File: src/rtl/csr_pkg.sv
// Shared constants, types and the cubic coefficient table of the resampler.
// Used by every module of the block; depends on nothing else.
`timescale 1ns / 1ps

package csr_pkg;

	localparam int TABLE_ENTRIES = 16;
	localparam int FRAC_BITS     = 12;
	localparam int MAX_OUT       = 12;
	localparam int WINDOW        = 4;

	localparam int SAMPLE_W   = 16;
	localparam int PERIOD_W   = 17;
	localparam int PHASE_W    = 18;
	localparam int OUT_W      = 17;
	localparam int COUNT_W    = $clog2(MAX_OUT + 1);
	localparam int FILL_W     = $clog2(WINDOW);
	localparam int K_W        = $clog2(WINDOW);
	localparam int KCNT_W     = $clog2(WINDOW + 1);
	localparam int DIV_CNT_W  = $clog2(FRAC_BITS + 1);

	localparam int CFG_ADDR_W = 1;
	localparam int CFG_DATA_W = 17;
	localparam logic [CFG_ADDR_W-1:0] REG_SOURCE_PERIOD = 1'd0;
	localparam logic [CFG_ADDR_W-1:0] REG_OUTPUT_STEP   = 1'd1;
	localparam logic [PERIOD_W-1:0] PERIOD_RESET = 17'd16000;
	localparam logic [PERIOD_W-1:0] STEP_RESET   = 17'd16000;

	localparam logic [FILL_W-1:0] FILL_DONE = FILL_W'(WINDOW - 1);

	localparam int QUEUE_DEPTH = 2;
	localparam int QPTR_W      = $clog2(QUEUE_DEPTH);
	localparam int QCNT_W      = $clog2(QUEUE_DEPTH + 1);

	// Coefficient table and weight interpolation.
	localparam int COEF_W  = 17;
	localparam int W_W     = COEF_W + 1;
	localparam int WP_W    = W_W + FRAC_BITS + 1;
	localparam int POS_W   = FRAC_BITS + $clog2(TABLE_ENTRIES);
	localparam int IDXR_W  = POS_W - FRAC_BITS;
	localparam int ROW_W   = $clog2(TABLE_ENTRIES + 1);
	localparam longint TE3 = longint'(TABLE_ENTRIES) * TABLE_ENTRIES * TABLE_ENTRIES;
	localparam longint HALF_FRAC = longint'(1) << (FRAC_BITS - 1);

	// Dot product and final scaling by 1/32767.
	localparam int PR_W          = SAMPLE_W + W_W;
	localparam int ACC_W         = PR_W + 2;
	localparam int OUT_DEN_SHIFT = 15;
	localparam longint OUT_DEN   = (longint'(1) << OUT_DEN_SHIFT) - 1;
	localparam longint OUT_HALF  = OUT_DEN / 2;
	localparam int Q0_W          = ACC_W - OUT_DEN_SHIFT;
	localparam int R_W           = Q0_W + 1;
	localparam int Q2_W          = R_W - OUT_DEN_SHIFT;
	localparam int R2_W          = OUT_DEN_SHIFT + 1;
	localparam int Q_W           = Q0_W + 1;
	localparam longint OUT_POS_MAX = 65535;
	localparam longint OUT_NEG_MAG = 65536;

	typedef struct packed {
		logic signed [SAMPLE_W-1:0] left;
		logic signed [SAMPLE_W-1:0] right;
	} frame_t;

	typedef struct packed {
		frame_t [WINDOW-1:0] taps;
	} job_t;

	typedef struct packed {
		logic signed [OUT_W-1:0] left;
		logic signed [OUT_W-1:0] right;
		logic                    last;
	} result_t;

	typedef enum logic [3:0] {
		ST_IDLE,
		ST_CHECK,
		ST_DIV,
		ST_MAC,
		ST_FIN1,
		ST_FIN2,
		ST_FIN3,
		ST_PUSH,
		ST_END
	} back_state_t;

	typedef logic signed [COEF_W-1:0] coef_t;
	typedef coef_t [WINDOW-1:0] coef_row_t;
	typedef coef_row_t [TABLE_ENTRIES:0] coef_tab_t;

	// Row i holds 0.5*[1 t t^2 t^3]M at t = i/TABLE_ENTRIES in Q1.15.
	function automatic coef_t coef_at(int row, int k);
		longint n;
		longint i;
		longint num;
		longint mag;
		longint q;
		n = TABLE_ENTRIES;
		i = row;
		case (k)
			0: num = -i * n * n + 2 * i * i * n - i * i * i;
			1: num = 2 * n * n * n - 5 * i * i * n + 3 * i * i * i;
			2: num = i * n * n + 4 * i * i * n - 3 * i * i * i;
			default: num = -i * i * n + i * i * i;
		endcase
		num = num * 16384;
		mag = (num < 0) ? -num : num;
		q = (mag + TE3 / 2) / TE3;
		return coef_t'((num < 0) ? -q : q);
	endfunction

	function automatic coef_tab_t build_coef_rom();
		coef_tab_t t;
		for (int i = 0; i <= TABLE_ENTRIES; i++) begin
			for (int k = 0; k < WINDOW; k++) begin
				t[i][k] = coef_at(i, k);
			end
		end
		return t;
	endfunction

	localparam coef_tab_t COEF_ROM = build_coef_rom();

	// The most negative code is treated as -32767 so a sample never drops below -1.
	function automatic logic signed [SAMPLE_W-1:0] tap_value(logic signed [SAMPLE_W-1:0] x);
		logic signed [SAMPLE_W-1:0] min_code;
		min_code = {1'b1, {(SAMPLE_W - 1){1'b0}}};
		return (x == min_code) ? (min_code + SAMPLE_W'(1)) : x;
	endfunction

endpackage

File: src/rtl/cubic_stereo_resampler.sv
// Top level of the Catmull-Rom cubic stereo resampler.
// Holds the two timing registers and connects csr_front, csr_jobq and csr_back (csr_pkg).
//
// Source frames are pushed in and resampled stereo values are popped out, both through
// queue-style handshakes. The first three frames after reset only fill the tap window
// and produce nothing; each later frame produces up to twelve results, the final one
// marked with last_of_run. A frame is taken when pushed while the two-entry job
// queue has room. Each result passes through the back end in order: a check, the
// bit-serial phase/period divider, the four-tap weight and product pipeline, the
// scaling and saturation steps and a push that waits while the result queue is full;
// each frame adds a job pop, a final check and an end step. Timing registers must be
// written only while the block holds no work; the block itself does not enforce this.
`timescale 1ns / 1ps

module cubic_stereo_resampler (
	input  logic                                  clk,
	input  logic                                  arst_n,
	input  logic                                  push,
	output logic                                  full,
	input  logic signed [csr_pkg::SAMPLE_W-1:0]   left_sample,
	input  logic signed [csr_pkg::SAMPLE_W-1:0]   right_sample,
	output logic                                  empty,
	input  logic                                  pop,
	output logic signed [csr_pkg::OUT_W-1:0]      left_out,
	output logic signed [csr_pkg::OUT_W-1:0]      right_out,
	output logic                                  last_of_run,
	input  logic                                  cfg_write,
	input  logic [csr_pkg::CFG_ADDR_W-1:0]        cfg_addr,
	input  logic [csr_pkg::CFG_DATA_W-1:0]        cfg_data
);

	logic [csr_pkg::PERIOD_W-1:0] period_q;
	logic [csr_pkg::PERIOD_W-1:0] step_q;
	logic                         job_full;
	logic                         job_push;
	logic                         job_valid;
	logic                         job_pop;
	csr_pkg::job_t                job_in;
	csr_pkg::job_t                job_out;
	csr_pkg::result_t             result;

	always_ff @(posedge clk or negedge arst_n) begin
		if (!arst_n) begin
			period_q <= csr_pkg::PERIOD_RESET;
			step_q   <= csr_pkg::STEP_RESET;
		end else if (cfg_write) begin
			case (cfg_addr)
				csr_pkg::REG_SOURCE_PERIOD: period_q <= cfg_data[csr_pkg::PERIOD_W-1:0];
				csr_pkg::REG_OUTPUT_STEP:   step_q   <= cfg_data[csr_pkg::PERIOD_W-1:0];
				default: ;
			endcase
		end
	end

	csr_front u_front (
		.clk          (clk),
		.arst_n       (arst_n),
		.push         (push),
		.full         (full),
		.left_sample  (left_sample),
		.right_sample (right_sample),
		.job_full     (job_full),
		.job_push     (job_push),
		.job          (job_in)
	);

	csr_jobq u_jobq (
		.clk    (clk),
		.arst_n (arst_n),
		.push   (job_push),
		.din    (job_in),
		.full   (job_full),
		.valid  (job_valid),
		.pop    (job_pop),
		.dout   (job_out)
	);

	csr_back u_back (
		.clk       (clk),
		.arst_n    (arst_n),
		.job_valid (job_valid),
		.job       (job_out),
		.job_pop   (job_pop),
		.period    (period_q),
		.step      (step_q),
		.pop       (pop),
		.empty     (empty),
		.result    (result)
	);

	assign left_out    = result.left;
	assign right_out   = result.right;
	assign last_of_run = result.last;

endmodule

File: src/rtl/csr_front.sv
// Front end: takes source frames, keeps the four-frame window and classifies frames.
// Frames that arrive once the fill is done send a window snapshot to the job queue. Uses csr_pkg.
`timescale 1ns / 1ps

module csr_front (
	input  logic                                  clk,
	input  logic                                  arst_n,
	input  logic                                  push,
	output logic                                  full,
	input  logic signed [csr_pkg::SAMPLE_W-1:0]   left_sample,
	input  logic signed [csr_pkg::SAMPLE_W-1:0]   right_sample,
	input  logic                                  job_full,
	output logic                                  job_push,
	output csr_pkg::job_t                         job
);

	csr_pkg::frame_t [csr_pkg::WINDOW-1:0] window_q;
	logic [csr_pkg::FILL_W-1:0]            fill_q;
	csr_pkg::frame_t [csr_pkg::WINDOW-1:0] window_next;
	logic                                  accept;

	assign full   = job_full;
	assign accept = push && !job_full;

	always_comb begin
		for (int i = 0; i < csr_pkg::WINDOW - 1; i++) begin
			window_next[i] = window_q[i + 1];
		end
		window_next[csr_pkg::WINDOW-1].left  = left_sample;
		window_next[csr_pkg::WINDOW-1].right = right_sample;
	end

	assign job_push = accept && (fill_q == csr_pkg::FILL_DONE);
	assign job.taps = window_next;

	always_ff @(posedge clk or negedge arst_n) begin
		if (!arst_n) begin
			fill_q <= '0;
		end else if (accept && (fill_q != csr_pkg::FILL_DONE)) begin
			fill_q <= fill_q + csr_pkg::FILL_W'(1);
		end
	end

	always_ff @(posedge clk) begin
		if (accept) begin
			window_q <= window_next;
		end
	end

endmodule

File: src/rtl/csr_jobq.sv
// Two-entry queue of window snapshots between the front end and the back end.
// Uses csr_pkg for the job type and depth.
`timescale 1ns / 1ps

module csr_jobq (
	input  logic          clk,
	input  logic          arst_n,
	input  logic          push,
	input  csr_pkg::job_t din,
	output logic          full,
	output logic          valid,
	input  logic          pop,
	output csr_pkg::job_t dout
);

	csr_pkg::job_t                  mem_q [csr_pkg::QUEUE_DEPTH];
	logic [csr_pkg::QPTR_W-1:0]     wr_ptr_q;
	logic [csr_pkg::QPTR_W-1:0]     rd_ptr_q;
	logic [csr_pkg::QCNT_W-1:0]     cnt_q;
	logic                           do_push;
	logic                           do_pop;

	assign full    = (cnt_q == csr_pkg::QCNT_W'(csr_pkg::QUEUE_DEPTH));
	assign valid   = (cnt_q != '0);
	assign do_push = push && !full;
	assign do_pop  = pop && valid;
	assign dout    = mem_q[rd_ptr_q];

	always_ff @(posedge clk or negedge arst_n) begin
		if (!arst_n) begin
			wr_ptr_q <= '0;
			rd_ptr_q <= '0;
			cnt_q    <= '0;
		end else begin
			if (do_push) begin
				wr_ptr_q <= wr_ptr_q + csr_pkg::QPTR_W'(1);
			end
			if (do_pop) begin
				rd_ptr_q <= rd_ptr_q + csr_pkg::QPTR_W'(1);
			end
			if (do_push && !do_pop) begin
				cnt_q <= cnt_q + csr_pkg::QCNT_W'(1);
			end else if (do_pop && !do_push) begin
				cnt_q <= cnt_q - csr_pkg::QCNT_W'(1);
			end
		end
	end

	always_ff @(posedge clk) begin
		if (do_push) begin
			mem_q[wr_ptr_q] <= din;
		end
	end

endmodule

File: src/rtl/csr_div.sv
// Restoring divider that forms the phase fraction floor(phase * 2^FRAC_BITS / period).
// One quotient bit per cycle; the dividend must be below the divisor. Uses csr_pkg.
`timescale 1ns / 1ps

module csr_div (
	input  logic                              clk,
	input  logic                              arst_n,
	input  logic                              start,
	input  logic [csr_pkg::PERIOD_W-1:0]      dividend,
	input  logic [csr_pkg::PERIOD_W-1:0]      divisor,
	output logic                              done,
	output logic [csr_pkg::FRAC_BITS-1:0]     quotient
);

	logic                              active_q;
	logic [csr_pkg::DIV_CNT_W-1:0]     cnt_q;
	logic [csr_pkg::PERIOD_W-1:0]      rem_q;
	logic [csr_pkg::FRAC_BITS-1:0]     quo_q;
	logic [csr_pkg::PERIOD_W:0]        shifted;
	logic [csr_pkg::PERIOD_W:0]        rem_next;
	logic                              fits;

	assign shifted  = {rem_q, 1'b0};
	assign fits     = (shifted >= {1'b0, divisor});
	assign rem_next = fits ? (shifted - {1'b0, divisor}) : shifted;
	assign done     = active_q && (cnt_q == '0);
	assign quotient = quo_q;

	always_ff @(posedge clk or negedge arst_n) begin
		if (!arst_n) begin
			active_q <= 1'b0;
			cnt_q    <= '0;
		end else if (start) begin
			active_q <= 1'b1;
			cnt_q    <= csr_pkg::DIV_CNT_W'(csr_pkg::FRAC_BITS);
		end else if (active_q) begin
			if (cnt_q != '0) begin
				cnt_q <= cnt_q - csr_pkg::DIV_CNT_W'(1);
			end else begin
				active_q <= 1'b0;
			end
		end
	end

	always_ff @(posedge clk) begin
		if (start) begin
			rem_q <= dividend;
		end else if (active_q && (cnt_q != '0)) begin
			rem_q <= rem_next[csr_pkg::PERIOD_W-1:0];
			quo_q <= {quo_q[csr_pkg::FRAC_BITS-2:0], fits};
		end
	end

endmodule

File: src/rtl/csr_back.sv
// Back end: owns the output phase, runs the divider, the cubic dot product and the
// final scaling, and holds finished results in a two-entry queue. Uses csr_pkg, csr_div.
`timescale 1ns / 1ps

module csr_back (
	input  logic                              clk,
	input  logic                              arst_n,
	input  logic                              job_valid,
	input  csr_pkg::job_t                     job,
	output logic                              job_pop,
	input  logic [csr_pkg::PERIOD_W-1:0]      period,
	input  logic [csr_pkg::PERIOD_W-1:0]      step,
	input  logic                              pop,
	output logic                              empty,
	output csr_pkg::result_t                  result
);

	csr_pkg::back_state_t state_q, state_d;

	csr_pkg::frame_t [csr_pkg::WINDOW-1:0] taps_q;
	logic [csr_pkg::PHASE_W-1:0]           phase_q;
	logic [csr_pkg::COUNT_W-1:0]           count_q;
	logic [csr_pkg::ROW_W-1:0]             idx_q;
	logic [csr_pkg::FRAC_BITS-1:0]         frem_q;
	logic [csr_pkg::KCNT_W-1:0]            kcnt_q;

	logic                                  v_s1, v_s2, v_s3;
	logic [csr_pkg::K_W-1:0]               k_s1, k_s2, k_s3;
	logic signed [csr_pkg::WP_W-1:0]       wprod_s1;
	logic signed [csr_pkg::W_W-1:0]        c0_s1;
	logic signed [csr_pkg::W_W-1:0]        w_s2;
	logic signed [csr_pkg::PR_W-1:0]       prod_s3 [2];

	logic signed [csr_pkg::ACC_W-1:0]      acc_q [2];
	logic [csr_pkg::ACC_W-1:0]             n_q [2];
	logic                                  neg_q [2];
	logic [csr_pkg::Q0_W-1:0]              q0_q [2];
	logic [csr_pkg::R_W-1:0]               r_q [2];
	logic signed [csr_pkg::OUT_W-1:0]      res_q [2];

	csr_pkg::result_t                      oq_mem_q [csr_pkg::QUEUE_DEPTH];
	logic [csr_pkg::QPTR_W-1:0]            oq_wr_q;
	logic [csr_pkg::QPTR_W-1:0]            oq_rd_q;
	logic [csr_pkg::QCNT_W-1:0]            oq_cnt_q;
	logic                                  oq_full;
	logic                                  oq_pop;

	logic                                  run_more;
	logic                                  div_start;
	logic                                  div_done;
	logic [csr_pkg::FRAC_BITS-1:0]         div_quo;
	logic                                  frac_load;
	logic                                  mac_issue;
	logic                                  mac_done;
	logic                                  fin1_en, fin2_en, fin3_en;
	logic                                  oq_push;
	logic                                  phase_end;
	logic [csr_pkg::PHASE_W-1:0]           period_ext;
	logic [csr_pkg::PHASE_W-1:0]           phase_step;
	logic                                  last_flag;

	logic [csr_pkg::POS_W-1:0]             pos;
	logic [csr_pkg::IDXR_W-1:0]            idx_raw;
	logic [csr_pkg::ROW_W-1:0]             idx_clamped;
	csr_pkg::coef_t                        c0_rd, c1_rd;
	logic signed [csr_pkg::W_W-1:0]        d_w;
	logic signed [csr_pkg::WP_W-1:0]       d_ext, r_ext, wprod;
	logic [csr_pkg::WP_W-1:0]              wmag, wrnd;
	logic signed [csr_pkg::WP_W-1:0]       wsum;
	logic signed [csr_pkg::PR_W-1:0]       tap_ext [2];
	logic signed [csr_pkg::PR_W-1:0]       w_ext;
	logic [csr_pkg::ACC_W-1:0]             n_d [2];
	logic [csr_pkg::Q0_W-1:0]              q0_d [2];
	logic [csr_pkg::R_W-1:0]               r_d [2];
	logic signed [csr_pkg::OUT_W-1:0]      res_d [2];

	csr_div u_div (
		.clk      (clk),
		.arst_n   (arst_n),
		.start    (div_start),
		.dividend (phase_q[csr_pkg::PERIOD_W-1:0]),
		.divisor  (period),
		.done     (div_done),
		.quotient (div_quo)
	);

	assign period_ext = {1'b0, period};
	assign phase_step = phase_q + {1'b0, step};
	assign run_more   = (count_q < csr_pkg::COUNT_W'(csr_pkg::MAX_OUT)) && (phase_q < period_ext);
	assign last_flag  = (count_q == csr_pkg::COUNT_W'(csr_pkg::MAX_OUT - 1)) ||
		(phase_step >= period_ext);
	assign mac_done   = v_s3 && (k_s3 == csr_pkg::K_W'(csr_pkg::WINDOW - 1));

	always_comb begin
		state_d = state_q;
		case (state_q)
			csr_pkg::ST_IDLE: begin
				if (job_valid) state_d = csr_pkg::ST_CHECK;
			end
			csr_pkg::ST_CHECK: begin
				state_d = run_more ? csr_pkg::ST_DIV : csr_pkg::ST_END;
			end
			csr_pkg::ST_DIV: begin
				if (div_done) state_d = csr_pkg::ST_MAC;
			end
			csr_pkg::ST_MAC: begin
				if (mac_done) state_d = csr_pkg::ST_FIN1;
			end
			csr_pkg::ST_FIN1: state_d = csr_pkg::ST_FIN2;
			csr_pkg::ST_FIN2: state_d = csr_pkg::ST_FIN3;
			csr_pkg::ST_FIN3: state_d = csr_pkg::ST_PUSH;
			csr_pkg::ST_PUSH: begin
				if (!oq_full) state_d = csr_pkg::ST_CHECK;
			end
			csr_pkg::ST_END: state_d = csr_pkg::ST_IDLE;
			default: state_d = csr_pkg::ST_IDLE;
		endcase
	end

	always_comb begin
		job_pop   = 1'b0;
		div_start = 1'b0;
		frac_load = 1'b0;
		mac_issue = 1'b0;
		fin1_en   = 1'b0;
		fin2_en   = 1'b0;
		fin3_en   = 1'b0;
		oq_push   = 1'b0;
		phase_end = 1'b0;
		case (state_q)
			csr_pkg::ST_IDLE:  job_pop   = job_valid;
			csr_pkg::ST_CHECK: div_start = run_more;
			csr_pkg::ST_DIV:   frac_load = div_done;
			csr_pkg::ST_MAC:   mac_issue = (kcnt_q < csr_pkg::KCNT_W'(csr_pkg::WINDOW));
			csr_pkg::ST_FIN1:  fin1_en   = 1'b1;
			csr_pkg::ST_FIN2:  fin2_en   = 1'b1;
			csr_pkg::ST_FIN3:  fin3_en   = 1'b1;
			csr_pkg::ST_PUSH:  oq_push   = !oq_full;
			csr_pkg::ST_END:   phase_end = 1'b1;
			default: ;
		endcase
	end

	// Table row and interpolation remainder from the phase fraction.
	always_comb begin
		pos     = csr_pkg::POS_W'(div_quo) * csr_pkg::POS_W'(csr_pkg::TABLE_ENTRIES);
		idx_raw = pos[csr_pkg::POS_W-1:csr_pkg::FRAC_BITS];
		if (idx_raw > csr_pkg::IDXR_W'(csr_pkg::TABLE_ENTRIES - 1)) begin
			idx_clamped = csr_pkg::ROW_W'(csr_pkg::TABLE_ENTRIES - 1);
		end else begin
			idx_clamped = csr_pkg::ROW_W'(idx_raw);
		end
	end

	// Weight pipeline: delta product, rounding, then the two tap products.
	always_comb begin
		c0_rd = csr_pkg::COEF_ROM[idx_q][kcnt_q[csr_pkg::K_W-1:0]];
		c1_rd = csr_pkg::COEF_ROM[idx_q + csr_pkg::ROW_W'(1)][kcnt_q[csr_pkg::K_W-1:0]];
		d_w   = csr_pkg::W_W'(c1_rd) - csr_pkg::W_W'(c0_rd);
		d_ext = csr_pkg::WP_W'(d_w);
		r_ext = signed'(csr_pkg::WP_W'(frem_q));
		wprod = d_ext * r_ext;

		wmag = wprod_s1[csr_pkg::WP_W-1] ? csr_pkg::WP_W'(-wprod_s1) : wprod_s1;
		wrnd = (wmag + csr_pkg::WP_W'(csr_pkg::HALF_FRAC)) >> csr_pkg::FRAC_BITS;
		wsum = csr_pkg::WP_W'(c0_s1) +
			(wprod_s1[csr_pkg::WP_W-1] ? -signed'(wrnd) : signed'(wrnd));

		tap_ext[0] = csr_pkg::PR_W'(csr_pkg::tap_value(taps_q[k_s2].left));
		tap_ext[1] = csr_pkg::PR_W'(csr_pkg::tap_value(taps_q[k_s2].right));
		w_ext      = csr_pkg::PR_W'(w_s2);
	end

	// Rounded division of the sums by 32767, done as folds of 2^15 - 1.
	always_comb begin
		logic [csr_pkg::ACC_W-1:0]  mag;
		logic [csr_pkg::Q2_W-1:0]   q2;
		logic [csr_pkg::R2_W-1:0]   r2;
		logic [csr_pkg::Q_W-1:0]    q;
		logic [csr_pkg::Q_W-1:0]    negq;
		for (int ch = 0; ch < 2; ch++) begin
			mag = acc_q[ch][csr_pkg::ACC_W-1] ? csr_pkg::ACC_W'(-acc_q[ch]) : acc_q[ch];
			n_d[ch] = mag + csr_pkg::ACC_W'(csr_pkg::OUT_HALF);

			q0_d[ch] = n_q[ch][csr_pkg::ACC_W-1:csr_pkg::OUT_DEN_SHIFT];
			r_d[ch]  = csr_pkg::R_W'(n_q[ch][csr_pkg::OUT_DEN_SHIFT-1:0]) +
				csr_pkg::R_W'(q0_d[ch]);

			q2 = r_q[ch][csr_pkg::R_W-1:csr_pkg::OUT_DEN_SHIFT];
			r2 = csr_pkg::R2_W'(r_q[ch][csr_pkg::OUT_DEN_SHIFT-1:0]) + csr_pkg::R2_W'(q2);
			q  = csr_pkg::Q_W'(q0_q[ch]) + csr_pkg::Q_W'(q2) +
				csr_pkg::Q_W'(r2 >= csr_pkg::R2_W'(csr_pkg::OUT_DEN));
			negq = -q;
			if (neg_q[ch]) begin
				if (q > csr_pkg::Q_W'(csr_pkg::OUT_NEG_MAG)) begin
					res_d[ch] = csr_pkg::OUT_W'(-csr_pkg::OUT_NEG_MAG);
				end else begin
					res_d[ch] = negq[csr_pkg::OUT_W-1:0];
				end
			end else if (q > csr_pkg::Q_W'(csr_pkg::OUT_POS_MAX)) begin
				res_d[ch] = csr_pkg::OUT_W'(csr_pkg::OUT_POS_MAX);
			end else begin
				res_d[ch] = q[csr_pkg::OUT_W-1:0];
			end
		end
	end

	always_ff @(posedge clk or negedge arst_n) begin
		if (!arst_n) begin
			state_q <= csr_pkg::ST_IDLE;
			phase_q <= '0;
			count_q <= '0;
			kcnt_q  <= '0;
			v_s1    <= 1'b0;
			v_s2    <= 1'b0;
			v_s3    <= 1'b0;
		end else begin
			state_q <= state_d;
			v_s1    <= mac_issue;
			v_s2    <= v_s1;
			v_s3    <= v_s2;
			if (job_pop) begin
				count_q <= '0;
			end else if (oq_push) begin
				count_q <= count_q + csr_pkg::COUNT_W'(1);
			end
			if (frac_load) begin
				kcnt_q <= '0;
			end else if (mac_issue) begin
				kcnt_q <= kcnt_q + csr_pkg::KCNT_W'(1);
			end
			if (oq_push) begin
				phase_q <= phase_step;
			end else if (phase_end) begin
				phase_q <= (phase_q >= period_ext) ? (phase_q - period_ext) : '0;
			end
		end
	end

	always_ff @(posedge clk) begin
		if (job_pop) begin
			taps_q <= job.taps;
		end
		if (frac_load) begin
			idx_q  <= idx_clamped;
			frem_q <= pos[csr_pkg::FRAC_BITS-1:0];
		end
		wprod_s1 <= wprod;
		c0_s1    <= csr_pkg::W_W'(c0_rd);
		k_s1     <= kcnt_q[csr_pkg::K_W-1:0];
		w_s2     <= wsum[csr_pkg::W_W-1:0];
		k_s2     <= k_s1;
		k_s3     <= k_s2;
		for (int ch = 0; ch < 2; ch++) begin
			prod_s3[ch] <= tap_ext[ch] * w_ext;
			if (frac_load) begin
				acc_q[ch] <= '0;
			end else if (v_s3) begin
				acc_q[ch] <= acc_q[ch] + csr_pkg::ACC_W'(prod_s3[ch]);
			end
			if (fin1_en) begin
				n_q[ch]   <= n_d[ch];
				neg_q[ch] <= acc_q[ch][csr_pkg::ACC_W-1];
			end
			if (fin2_en) begin
				q0_q[ch] <= q0_d[ch];
				r_q[ch]  <= r_d[ch];
			end
			if (fin3_en) begin
				res_q[ch] <= res_d[ch];
			end
		end
	end

	// Result queue.
	assign oq_full = (oq_cnt_q == csr_pkg::QCNT_W'(csr_pkg::QUEUE_DEPTH));
	assign empty   = (oq_cnt_q == '0);
	assign oq_pop  = pop && !empty;
	assign result  = oq_mem_q[oq_rd_q];

	always_ff @(posedge clk or negedge arst_n) begin
		if (!arst_n) begin
			oq_wr_q  <= '0;
			oq_rd_q  <= '0;
			oq_cnt_q <= '0;
		end else begin
			if (oq_push) begin
				oq_wr_q <= oq_wr_q + csr_pkg::QPTR_W'(1);
			end
			if (oq_pop) begin
				oq_rd_q <= oq_rd_q + csr_pkg::QPTR_W'(1);
			end
			if (oq_push && !oq_pop) begin
				oq_cnt_q <= oq_cnt_q + csr_pkg::QCNT_W'(1);
			end else if (oq_pop && !oq_push) begin
				oq_cnt_q <= oq_cnt_q - csr_pkg::QCNT_W'(1);
			end
		end
	end

	always_ff @(posedge clk) begin
		if (oq_push) begin
			oq_mem_q[oq_wr_q].left  <= res_q[0];
			oq_mem_q[oq_wr_q].right <= res_q[1];
			oq_mem_q[oq_wr_q].last  <= last_flag;
		end
	end

endmodule

File: config.mk
export PLATFORM = sky130hd
export DESIGN_NAME = cubic_stereo_resampler
export DESIGN_NICKNAME = d
export VERILOG_FILES = /design/src/rtl/csr_pkg.sv /design/src/rtl/cubic_stereo_resampler.sv /design/src/rtl/csr_front.sv /design/src/rtl/csr_jobq.sv /design/src/rtl/csr_div.sv /design/src/rtl/csr_back.sv
export SDC_FILE = /design/constraint.sdc
export NUM_CORES = 2
export LEC_CHECK = 0
export ABC_AREA = 1
export BUFFER_PORTS_ARGS = -buffer_cell sky130_fd_sc_hd__buf_4
export CAP_MARGIN = 20
export CORE_MARGIN = 2
export CORE_UTILIZATION = 40
export DETAILED_ROUTE_END_ITERATION = 10
export SYNTH_ARGS = -nofsm -noshare
export SYNTH_HDL_FRONTEND = slang
export SYNTH_SLANG_ARGS = --single-unit
File: constraint.sdc
create_clock -name clk -period 8.7 [get_ports clk]
set_input_delay 0.87 -clock clk [delete_from_list [all_inputs] [get_ports clk]]
set_output_delay 0.87 -clock clk [all_outputs]
set_load 0.05 [all_outputs]
==> impl_metrics.env <==
export IMPL_antenna_found_initial=2
export IMPL_fin_hold_ws_ns=0.2542
export IMPL_fin_setup_tns_ns=0
export IMPL_fin_ws_ns=0.7570
export IMPL_htreeDepth=3
export IMPL_slew_violations=0
export IMPL_clkTransAtPathRegs_ns=0.06
export IMPL_numPortBuffers=91
export IMPL_rows=165
export IMPL_cp_start_kind="register"
export IMPL_grt_max_degree=129
export IMPL_drv_cap=0
export IMPL_synth_seq_area_share=0.3830
export IMPL_postSynthAreaPerCell_um2=9.081
export IMPL_wl_per_cell_um=16.69
export IMPL_holdCritPathClass="input pin to register"
export IMPL_place_hpwl_um=150100
export IMPL_synth_top_area_share=0.3155
export IMPL_cp_required_ns=9.41
export IMPL_core_region_area_um2=202300
export IMPL_cts_setup_buffers=0
export IMPL_cts_sinks=1111
export IMPL_worstPathArrival_ns=8.65
export IMPL_layout_drive_gt1_share=0.05775
export IMPL_clock_path_buffers=3
export IMPL_synthesis_nets=10220
export IMPL_die_h_um=455.6
export IMPL_first_pass_iters=6
export IMPL_fin_nets=10310
export IMPL_fmax_mhz=125.9
export IMPL_drtAntennaViolNets=0
export IMPL_synth_most_common_cell="nand2_1"
export IMPL_start_util=0.4031
export IMPL_clock_latency_ns=0.81
export IMPL_gp_congestion=0.9293
export IMPL_drtIter0Drc=3898
export IMPL_cts_root_buf="clkbuf_16"
export IMPL_slew_headroom=0.3017
export IMPL_fin_crit_ns=7.943
export IMPL_netlist_top_cells_area="edfxtp_1 32%, fa_1 17%, nand2_1 9.6%"
export IMPL_via_count=59280
export IMPL_netlist_cell_type_count=74
export IMPL_status="finished clean"
export IMPL_ys_dominant_reg_cell="edfxtp_1"
export IMPL_hold_violations=0
export IMPL_synth_enable_flop_cells=857
export IMPL_track_usage=0.1901
export IMPL_slowest_delay_ns=0.60
export IMPL_fin_crit_sh=0.9130
export IMPL_postRouteWirelength_um=197800
export IMPL_ys_warn_count=0
export IMPL_overflow=0
export IMPL_viasPerCell=5.002
export IMPL_boundaryPins=92
export IMPL_synth_commonest_cells="2,091 x nand2_1, 1,460 x inv_1, 857 x edfxtp_1, 854 x nor2_1, 697 x fa_1"
export IMPL_grt_pass1_vias=60070
export IMPL_path_max_fanout=9
export IMPL_synth_top_area_cell="edfxtp_1"
export IMPL_rsz0062_at_grt="no"
export IMPL_crit_slowest_cell="fa_1"
export IMPL_ys_ff_latch=1111
export IMPL_placed_cell_area_um2=85570
export IMPL_syn_area_um2=81560
export IMPL_cts_buffers=117
export IMPL_syn_inst=8981
export IMPL_cts_tree="yes"
export IMPL_place_ws_ns=0.3322
export IMPL_finalSetupViolations=0
export IMPL_finalInstanceArea_um2=89620
export IMPL_tightest_slew_ns=1.047
export IMPL_async_reset_ff_frac=0.07291
export IMPL_endpoint_kind="register"
export IMPL_areaGrowthSynthToFinish_pct=9.887
export IMPL_die_area_um2=207500
export IMPL_drc_errors=0
export IMPL_die_w_um=455.6
export IMPL_grt_pass1_wl_um=318900
export IMPL_path_class="register to register"
export IMPL_skew_ns=0.06315
==> placed cells by master (no fill, tap or decap), types with 31 or more instances in the layout <==
master and n:
a21oi_1 424, a31oi_1 42, buf_4 180, clkbuf_16 119
clkinv_1 36, dfrtp_1 68, dfxtp_1 172, edfxtp_1 857
fa_1 697, ha_1 478, inv_1 1455, nand2_1 2090
nand3_1 299, nand4_1 73, nor2_1 841, nor3_1 59
o21a_1 31, o21ai_0 386, xnor2_1 119, xor2_1 263
==> layer usage <==
metal / global-route usage / wire, um / up-vias
met5: 0 / 7 / -
met4: 0.06087 / 6606 / 2
met3: 0.02887 / 10300 / 374
met2: 0.3188 / 92430 / 1483
met1: 0.2525 / 88470 / 28470
li1: - / - / 28950
==> what timing repair did <==
action	in CTS	in global routing
resized for setup	0	24
hold endpoints to repair	10	0
endpoints found under the setup margin	0	8
hold buffers	1	0
==> kinds of logic after synthesis <==
group	after synthesis	share of synthesized area
multiplexers	2	0.0002761
flip-flops	1111	0.3830
AND/OR/NAND/NOR	3522	0.1762
adder cells (fa/ha/maj)	1179	0.2450
XOR/XNOR	388	0.04226
buffers and inverters	1698	0.07881
AO/OA/AOI/OAI	1081	0.07442
==> final cells by class <==
cell class                 count  area [um2]
tap                         2672        3343
clock buffer                 162        3269
antenna                        2       5.005
timing repair buffer         185        1441
clock inverter                59       683.2
fill                       19450      112700
inverter                    1489        5599
sequential                  1111       31250
multi-input combinational   6172       44040
==> worst max-delay path: cells and delay by family (launching register included) <==
family | cells | cell delay [ns]
DFF | 1 | 0.36
buffers and inverters | 8 | 0.76
adders and majority gates | 8 | 3.52
AOI/OAI and AO/OA | 14 | 2.06
and+or+nand+nor | 12 | 1.07
xor gates and xnor gates | 1 | 0.15
==> worst paths after layout <==
path                                           start  cells past startpoint  slack, ns                             end
max                        u_back.idx_q[1]$_DFFE_PP_                     43       0.76     u_back.wprod_s1[30]$_DFF_P_
min                                   left_sample[2]                      1       0.25  u_jobq.mem_q[1][114]$_DFFE_PP_
max reg2reg                u_back.idx_q[1]$_DFFE_PP_                     43       0.76     u_back.wprod_s1[30]$_DFF_P_
min reg2reg                   u_back.k_s1[1]$_DFF_P_                      0       0.34          u_back.k_s2[1]$_DFF_P_
max in group asynchronous                     arst_n                      3       6.94      u_back.oq_rd_q$_DFFE_PN0P_
min in group asynchronous                     arst_n                      2       0.52    u_back.kcnt_q[0]$_DFFE_PN0P_
==> registers in the layout, summed over array words and instances (netlist names), 4 cells and up, named ones only <==
signal	cells
u_back.u_div.rem_q	17
u_back.prod_s3	68
u_back.frem_q	8
u_back.acc_q	72
u_back.taps_q	128
u_back.c0_s1	15
u_back.w_s2	18
u_jobq.mem_q	256
u_front.job	96
u_back.q0_q	42
u_back.u_div.cnt_q	4
step_q	17
u_back.res_q	34
u_back.state_q	4
u_back.phase_q	18
u_back.wprod_s1	25
u_back.count_q	4
u_back.u_div.quotient	12
u_back.oq_mem_q	70
u_back.idx_q	4
period_q	17
u_back.r_q	44
u_back.n_q	72
==> metrics by stage <==
step / instances / utilization
after global placement: 11630 / 0.4229
after floorplan: 8981 / -
after global routing: 11850 / 0.4430
after detailed placement: 11630 / 0.4229
final: 11850 / 0.4430
after CTS: 11850 / 0.4425
Power is left out: the tool's default activity adds up to more than one toggle a clock period on the data nets, which glitch-free logic cannot reach.
